## config.mk

```make
export PLATFORM = sky130hd
export DESIGN_NAME = fir_prediction_residual_codec_unit
export DESIGN_NICKNAME = d
export VERILOG_FILES = /design/src/sv/fprc_pkg.sv /design/src/sv/fir_prediction_residual_codec_unit.sv
export SDC_FILE = /design/constraint.sdc
export NUM_CORES = 2
export LEC_CHECK = 0
export BUFFER_PORTS_ARGS = -buffer_cell sky130_fd_sc_hd__buf_2
export CAP_MARGIN = 0
export CORE_UTILIZATION = 67
export DETAILED_ROUTE_END_ITERATION = 12
export PLACE_DENSITY = 0.84
export SETUP_SLACK_MARGIN = 0.15
export SYNTH_ARGS = -nofsm -noshare
export SYNTH_HDL_FRONTEND = slang
export SYNTH_SLANG_ARGS = --single-unit
```

## constraint.sdc

```tcl
create_clock -name aclk -period 14.31 [get_ports aclk]
set_clock_uncertainty 0.1 [all_clocks]
set_input_delay 3.5775 -clock aclk [delete_from_list [all_inputs] [get_ports aclk]]
set_output_delay 3.5775 -clock aclk [all_outputs]
set_load 0.1 [all_outputs]
```

## src/sv/fprc_pkg.sv

```systemverilog
`timescale 1ns / 1ps

package fprc_pkg;

    localparam int DEF_MAX_TAPS = 16;

    localparam int OPCODE_W     = 2;
    localparam int SAMPLE_W     = 16;
    localparam int COEF_INDEX_W = 4;
    localparam int COEF_W       = 32;
    localparam int TAP_COUNT_W  = 5;
    localparam int PROD_W       = SAMPLE_W + COEF_W;

    typedef enum logic [OPCODE_W-1:0] {
        OP_ENCODE     = 2'd0,
        OP_DECODE     = 2'd1,
        OP_COEF_WRITE = 2'd2,
        OP_CLEAR      = 2'd3
    } fprc_op_t;

    typedef enum logic [2:0] {
        ST_IDLE,
        ST_MAC,
        ST_DRAIN,
        ST_ROUND,
        ST_DONE
    } fprc_state_t;

endpackage

```

## src/sv/fir_prediction_residual_codec_unit.sv

```systemverilog
`timescale 1ns / 1ps

// Channel   | Ports                                             | Direction
// ----------+---------------------------------------------------+----------
// input     | s_valid s_ready s_opcode s_sample_in s_coef_index | in
//           | s_coef_value                                      |
// result    | m_valid m_ready m_value_out m_saturated           | out
// config    | cfg_valid cfg_ready cfg_data (tap count)          | in
//
// An encode or decode item makes one read per tap in use on the memories' single
// port, drains the read and product stages, then passes rounding and write-back
// into the result register; with no taps in use it goes straight to rounding.
// The next transfer is taken in the cycle after write-back. Coefficient writes
// and history clears give no result. Reset is synchronous and empties the
// memories through their valid bits at once; a stalled result holds the
// write-back cycle until the result register is free.

module fir_prediction_residual_codec_unit #(
    parameter int MAX_TAPS = fprc_pkg::DEF_MAX_TAPS
) (
    input  logic                                   aclk,
    input  logic                                   aresetn,

    input  logic                                   s_valid,
    output logic                                   s_ready,
    input  logic [fprc_pkg::OPCODE_W-1:0]          s_opcode,
    input  logic signed [fprc_pkg::SAMPLE_W-1:0]   s_sample_in,
    input  logic [fprc_pkg::COEF_INDEX_W-1:0]      s_coef_index,
    input  logic signed [fprc_pkg::COEF_W-1:0]     s_coef_value,

    output logic                                   m_valid,
    input  logic                                   m_ready,
    output logic signed [fprc_pkg::SAMPLE_W-1:0]   m_value_out,
    output logic                                   m_saturated,

    input  logic                                   cfg_valid,
    output logic                                   cfg_ready,
    input  logic [fprc_pkg::TAP_COUNT_W-1:0]       cfg_data
);

    localparam int AW = (MAX_TAPS > 1) ? $clog2(MAX_TAPS) : 1;
    localparam int CW = $clog2(MAX_TAPS + 1);
    localparam int SW = fprc_pkg::SAMPLE_W;
    localparam int KW = fprc_pkg::COEF_W;
    localparam int PW = fprc_pkg::PROD_W;

    fprc_pkg::fprc_state_t state_reg, state_next;

    logic [fprc_pkg::TAP_COUNT_W-1:0] tap_count_reg;

    // Storage: history ring and coefficient table, each with per-entry valid bits.
    logic [SW-1:0]       hist_mem [MAX_TAPS];
    logic [KW-1:0]       coef_mem [MAX_TAPS];
    logic [MAX_TAPS-1:0] hist_vld_reg;
    logic [MAX_TAPS-1:0] coef_vld_reg;
    logic [AW-1:0]       newest_reg;

    logic [SW-1:0] hist_q_reg;
    logic [KW-1:0] coef_q_reg;
    logic          hist_qv_reg;
    logic          coef_qv_reg;

    logic [CW-1:0] count_reg;
    logic [AW-1:0] hist_addr_reg;
    logic [AW-1:0] coef_addr_reg;
    logic          rd_vld_reg;
    logic          prod_vld_reg;
    logic signed [PW-1:0] prod_reg;
    logic signed [KW-1:0] acc_reg;
    logic          sat_reg;
    logic [SW-1:0] pred_reg;
    logic          decode_reg;
    logic [SW-1:0] sample_reg;

    logic          m_valid_reg;
    logic [SW-1:0] m_value_out_reg;
    logic          m_saturated_reg;

    logic          start;
    logic          issue;
    logic          finish;
    logic [CW-1:0] tap_n;
    logic [CW-1:0] tap_last;
    logic          op_predict;
    logic          coef_we;
    logic          hist_clear;
    logic [AW-1:0] newest_inc;
    logic [SW-1:0] meas;
    logic [SW-1:0] value_next;

    logic signed [SW-1:0] mul_a;
    logic signed [KW-1:0] mul_b;
    logic signed [PW-1:0] prod_next;
    logic                 prod_ovf;
    logic signed [KW-1:0] prod_clamp;
    logic signed [KW:0]   sum_wide;
    logic                 sum_ovf;
    logic signed [KW-1:0] acc_next;

    logic              acc_neg;
    logic [KW:0]       acc_mag;
    logic [KW:0]       acc_rnd;
    logic [KW-16:0]    quot;
    logic [SW-1:0]     pred_next;

    assign cfg_ready   = 1'b1;
    assign m_valid     = m_valid_reg;
    assign m_value_out = m_value_out_reg;
    assign m_saturated = m_saturated_reg;

    // Taps in use, with counts above the table depth acting as the full depth.
    always_comb begin
        if (32'(tap_count_reg) > 32'(MAX_TAPS)) begin
            tap_n = CW'(MAX_TAPS);
        end else begin
            tap_n = CW'(tap_count_reg);
        end
        tap_last = tap_n - CW'(1);
    end

    assign op_predict = (s_opcode == fprc_pkg::OP_ENCODE) ||
                        (s_opcode == fprc_pkg::OP_DECODE);
    assign coef_we    = s_valid && s_ready && (s_opcode == fprc_pkg::OP_COEF_WRITE) &&
                        (32'(s_coef_index) < 32'(MAX_TAPS));
    assign hist_clear = s_valid && s_ready && (s_opcode == fprc_pkg::OP_CLEAR);
    assign newest_inc = (newest_reg == AW'(MAX_TAPS - 1)) ? '0 : newest_reg + AW'(1);

    always_comb begin
        state_next = state_reg;
        s_ready    = 1'b0;
        start      = 1'b0;
        issue      = 1'b0;
        finish     = 1'b0;
        unique case (state_reg)
            fprc_pkg::ST_IDLE: begin
                s_ready = 1'b1;
                if (s_valid && op_predict) begin
                    start      = 1'b1;
                    state_next = (tap_n == '0) ? fprc_pkg::ST_ROUND : fprc_pkg::ST_MAC;
                end
            end
            fprc_pkg::ST_MAC: begin
                issue = 1'b1;
                if (count_reg == CW'(1)) begin
                    state_next = fprc_pkg::ST_DRAIN;
                end
            end
            fprc_pkg::ST_DRAIN: begin
                if (!rd_vld_reg && !prod_vld_reg) begin
                    state_next = fprc_pkg::ST_ROUND;
                end
            end
            fprc_pkg::ST_ROUND: begin
                state_next = fprc_pkg::ST_DONE;
            end
            fprc_pkg::ST_DONE: begin
                if (!m_valid_reg || m_ready) begin
                    finish     = 1'b1;
                    state_next = fprc_pkg::ST_IDLE;
                end
            end
            default: begin
                state_next = fprc_pkg::ST_IDLE;
            end
        endcase
    end

    always_ff @(posedge aclk) begin
        if (!aresetn) begin
            state_reg <= fprc_pkg::ST_IDLE;
        end else begin
            state_reg <= state_next;
        end
    end

    always_ff @(posedge aclk) begin
        if (!aresetn) begin
            tap_count_reg <= '0;
        end else if (cfg_valid && cfg_ready) begin
            tap_count_reg <= cfg_data;
        end
    end

    // Memory arrays: one write and one registered read per cycle each.
    always_ff @(posedge aclk) begin
        if (finish) begin
            hist_mem[newest_inc] <= meas;
        end
        if (issue) begin
            hist_q_reg <= hist_mem[hist_addr_reg];
        end
    end

    always_ff @(posedge aclk) begin
        if (coef_we) begin
            coef_mem[AW'(s_coef_index)] <= s_coef_value;
        end
        if (issue) begin
            coef_q_reg <= coef_mem[coef_addr_reg];
        end
    end

    always_ff @(posedge aclk) begin
        if (issue) begin
            hist_qv_reg <= hist_vld_reg[hist_addr_reg];
            coef_qv_reg <= coef_vld_reg[coef_addr_reg];
        end
    end

    // An entry never written since reset (or, for the history, since a clear) reads as zero.
    always_ff @(posedge aclk) begin
        if (!aresetn) begin
            hist_vld_reg <= '0;
            coef_vld_reg <= '0;
            newest_reg   <= '0;
        end else begin
            if (hist_clear) begin
                hist_vld_reg <= '0;
                newest_reg   <= '0;
            end else if (finish) begin
                hist_vld_reg[newest_inc] <= 1'b1;
                newest_reg               <= newest_inc;
            end
            if (coef_we) begin
                coef_vld_reg[AW'(s_coef_index)] <= 1'b1;
            end
        end
    end

    // The history walks back from the newest sample while the coefficient
    // index walks down from the last tap in use.
    always_ff @(posedge aclk) begin
        if (!aresetn) begin
            rd_vld_reg   <= 1'b0;
            prod_vld_reg <= 1'b0;
        end else begin
            rd_vld_reg   <= issue;
            prod_vld_reg <= rd_vld_reg;
        end
    end

    always_ff @(posedge aclk) begin
        if (start) begin
            count_reg     <= tap_n;
            hist_addr_reg <= newest_reg;
            coef_addr_reg <= tap_last[AW-1:0];
            decode_reg    <= (s_opcode == fprc_pkg::OP_DECODE);
            sample_reg    <= s_sample_in;
        end else if (issue) begin
            count_reg     <= count_reg - CW'(1);
            hist_addr_reg <= (hist_addr_reg == '0) ? AW'(MAX_TAPS - 1)
                                                   : hist_addr_reg - AW'(1);
            coef_addr_reg <= coef_addr_reg - AW'(1);
        end
    end

    assign mul_a     = hist_qv_reg ? $signed(hist_q_reg) : '0;
    assign mul_b     = coef_qv_reg ? $signed(coef_q_reg) : '0;
    assign prod_next = mul_a * mul_b;

    always_ff @(posedge aclk) begin
        if (rd_vld_reg) begin
            prod_reg <= prod_next;
        end
    end

    // Clamp the product to 32 bits, then add with a clamped partial sum.
    always_comb begin
        prod_ovf   = (prod_reg[PW-1:KW-1] != '0) && (prod_reg[PW-1:KW-1] != '1);
        prod_clamp = prod_ovf ? {prod_reg[PW-1], {(KW-1){~prod_reg[PW-1]}}}
                              : prod_reg[KW-1:0];
        sum_wide   = {acc_reg[KW-1], acc_reg} + {prod_clamp[KW-1], prod_clamp};
        sum_ovf    = sum_wide[KW] != sum_wide[KW-1];
        acc_next   = sum_ovf ? {sum_wide[KW], {(KW-1){~sum_wide[KW]}}}
                             : sum_wide[KW-1:0];
    end

    always_ff @(posedge aclk) begin
        if (start) begin
            acc_reg <= '0;
            sat_reg <= 1'b0;
        end else if (prod_vld_reg) begin
            acc_reg <= acc_next;
            sat_reg <= sat_reg || prod_ovf || sum_ovf;
        end
    end

    // Round half away from zero on the magnitude; only the low 16 bits of the
    // prediction reach the wrapped result.
    always_comb begin
        acc_neg   = acc_reg[KW-1];
        acc_mag   = acc_neg ? ((KW+1)'(0) - {acc_reg[KW-1], acc_reg}) : {1'b0, acc_reg};
        acc_rnd   = acc_mag + (KW+1)'(32768);
        quot      = acc_rnd[KW:16];
        pred_next = acc_neg ? SW'((KW-15)'(0) - quot) : quot[SW-1:0];
    end

    always_ff @(posedge aclk) begin
        if (state_reg == fprc_pkg::ST_ROUND) begin
            pred_reg <= pred_next;
        end
    end

    always_comb begin
        if (decode_reg) begin
            meas       = pred_reg + sample_reg;
            value_next = meas;
        end else begin
            meas       = sample_reg;
            value_next = sample_reg - pred_reg;
        end
    end

    always_ff @(posedge aclk) begin
        if (!aresetn) begin
            m_valid_reg <= 1'b0;
        end else if (finish) begin
            m_valid_reg <= 1'b1;
        end else if (m_ready) begin
            m_valid_reg <= 1'b0;
        end
    end

    always_ff @(posedge aclk) begin
        if (finish) begin
            m_value_out_reg <= value_next;
            m_saturated_reg <= sat_reg;
        end
    end

endmodule
```

==> qor.yml <==
grt:
  vias_in_the_first_global_route: 39800
  globalRouteTotalUtil: 0.376
  grt_start_max_net_pins: 69
  number_of_antenna_violations_at_the_first_check_in_global_routing: 15
  wire_length_of_the_first_global_routing_pass_um: 246000
  grt_overflow: 0
clock_network:
  cts.repair_timing.setup_buffer_count: 0
  cts_resized: 0
  worst_setup_hold_path_clk_slew_ps: 70
  post_cts_hold_buffer_count: 0
  cts.path.max_buffers: 3
  cts-root-buf: "clkbuf_16"
  cts_num_sinks: 1009
  tritoncts: "done"
  cts_inserted_buffers: 97
  clkLatencyLatePin_ps: 700
  htree_num_levels: 3
routing:
  routed_wl_um: 164000
  drt_first_pass_iters: 13
  highest_layer: "met5"
  routed-via-count: 38200
  drt-vias-per-instance: 6.54
  drc_errors: 0
  drt.antenna.violating_nets: 0
  routedWlPerCell_um: 28.1
  route.met3.wl_um: 18300
  drt-initial-drc-count: 4696
  detail_route.wirelength.met1_um: 53700
  wl_met2_um: 79500
status:
  outcome: "complete, no violations"
sta:
  timing.final.setup_violations: 0
  worst_hold_slack_ps: 352
  worst_pin_slew_ps: 1410
  timing.final.crit_share: 0.611
  min_setup_slack_post_route_ps: 5570
  achievable_frequency_ghz: 0.114
  maxSlewViolCount: 0
  report.final.hold_viol_count: 0
  timing.slew.headroom: 0.0577
  finalWorstPathRequiredPeriod_ps: 8740
  setup_tns_ps: 0
  unrepaired_setup_endpoints_after_global_routing: "false"
placed_design:
  post_dp_cell_area_mm2: 0.0615
  pre_cts_ws_ps: 5850
  place.detailed.instances: 5646
  place.gp.congestion: 1.07
  hpwl_reported_at_the_end_of_detailed_placement_um: 103000
  port_buffers: 82
layout:
  nNetsFinal: 5320
  final_design_area_no_fill_mm2: 0.0649
  layout.core_utilization: 0.735
  final_layout_size_suffix_gt1_frac: 0.124
  largest_register_ff_count: 512
  layoutNonFillerInstCount: 5840
  final.fill_count: 5222
  areaGrowthSynthToFinish_pct: 8.74
yosys:
  number_of_instances_in_the_synthesized_netlist: 4533
  synthSimpleGateAreaFrac: 0.0756
  post_synth_instance_area_mm2: 0.0597
  synthArstFlopShare: 0
  avgSynthCellArea_um2: 13.2
  number_of_synthesized_flops_with_an_enable_pin: 929
  unique_masters_post_synth: 82
  mux_share_of_post_synthesis_cell_area: 0.0909
  postSynthNetCount: 5273
  synth.top_cell.area_share: 0.467
  cell_types_with_the_highest_counts_after_synthesis: "edfxtp_1, inv_1, fa_1"
  top_count_cell_post_synth: "edfxtp_1"
  dominantRegCellSynth: "edfxtp_1"
  synth_sequential_area_ratio: 0.494
  largest_family_of_logic_cells_by_synthesized_area: "adder cells"
  synth_xor_area_frac: 0.0233
  yosys-top-cells-area: "edfxtp_1, fa_1, mux4_2"
  yosysTopAreaCell: "edfxtp_1"
  post_synth_fa_ha_maj_area_fraction: 0.208
  yosys_warnings: 0
  synth_compound_gate_area_share: 0.0574
  ys_ff_latch: 1009
critical_path:
  cp_max_fo: 30
  worst_setup_path_start_kind: "register"
  path_class: "reg -> reg"
  crit_path_end_kind: "register"
  crit-reg2reg-launch: "hist_qv_reg$_DFFE_PP_"
  worst_setup_path_startpoint: "hist_qv_reg$_DFFE_PP_"
  critical_path_required_ps: 14630
  timing.critical_path.arrival_ps: 9060
  rrSetupSlack_ps: 5570
hold_path:
  hold_start: "sat_reg$_SDFFE_PP0P_"
  type_of_the_tightest_min_delay_check: "reg -> reg"
die:
  starting_density_of_the_core: 0.676
  die_h_um: 301
  coreArea_mm2: 0.0884
  total_die_area_mm2: 0.0903
  top_level_ports: 84
  placement_rows: 109
  die-width_um: 301
flow_run:
  maxCapViolations: 0
power:
  power.total_mw: 12.9
  p_leak_nw: 25.3
  max-vdd-ir-drop_mv: 0.215
  power_density_mw_per_mm2: 198
path summary, 6_finish.rpt:
check	end	cells past startpoint
max reg2reg	prod_reg[47]$_DFFE_PP_	20
min	m_saturated$_DFFE_PP_	0
max	prod_reg[47]$_DFFE_PP_	20
min reg2reg	m_saturated$_DFFE_PP_	0
cells in the final DEF, fill, tap and decap left out, types with 30 or more instances in the layout:
cell	instances
mux4_2	199
a21oi_1	155
buf_4	81
ha_1	187
xnor2_1	109
buf_2	82
fa_1	489
xor2_1	49
o21a_1	30
dfxtp_1	78
o21ai_0	103
maj3_1	31
edfxtp_1	929
nor2_1	373
and2_1	57
a21o_1	75
clkbuf_16	98
mux2i_1	91
inv_1	578
nand2_1	442
kinds of logic after synthesis:
group	after synthesis
AND/OR/NAND/NOR	1045
flip-flops	1009
buffers and inverters	795
adder cells (fa/ha/maj)	707
AO/OA/AOI/OAI	524
multiplexers	293
XOR/XNOR	159
other	1
area by class of cell:
type	instances	area, µm²	share of cell area
diodes	10	25.0	0.000385
clock buffers	111	2520	0.0388
clock inverters	73	851	0.0131
inverters	580	2180	0.0335
multi-input cells	2729	27400	0.422
flip-flops and latches	1009	29500	0.454
well taps	1165	1460	0.0225
repair buffers	163	1020	0.0157
layer usage:
layer  vias up  track usage
li1      15800            -
met1     18900        0.443
met5         -            0
met3       731       0.0931
met2      2737        0.614
met4         8        0.254
critical path: stages (launching register included):
cell and delay, ps:
edfxtp_1 820, nand2_1 840, nor2_1 410, fa_1 490
fa_1 470, fa_1 530, fa_1 440, fa_1 490
inv_1 60, fa_1 490, inv_1 50, ha_1 370
and3_1 230, a41oi_1 250, o21a_1 300, a21oi_1 560
a22oi_1 380, o41ai_1 730, a221o_1 250, a21oi_1 70
xnor2_1 120
power by group:
| part | internal, mW | switching (mW) | leakage (nW) |
|---|---|---|---|
| logic | 2.60 | 3.73 | 14.6 |
| registers | 3.64 | 0.179 | 9.03 |
| clock network | 1.50 | 1.23 | 1.62 |
| total | 7.73 | 5.13 | 25.3 |
(Power assumes the default switching activity.)
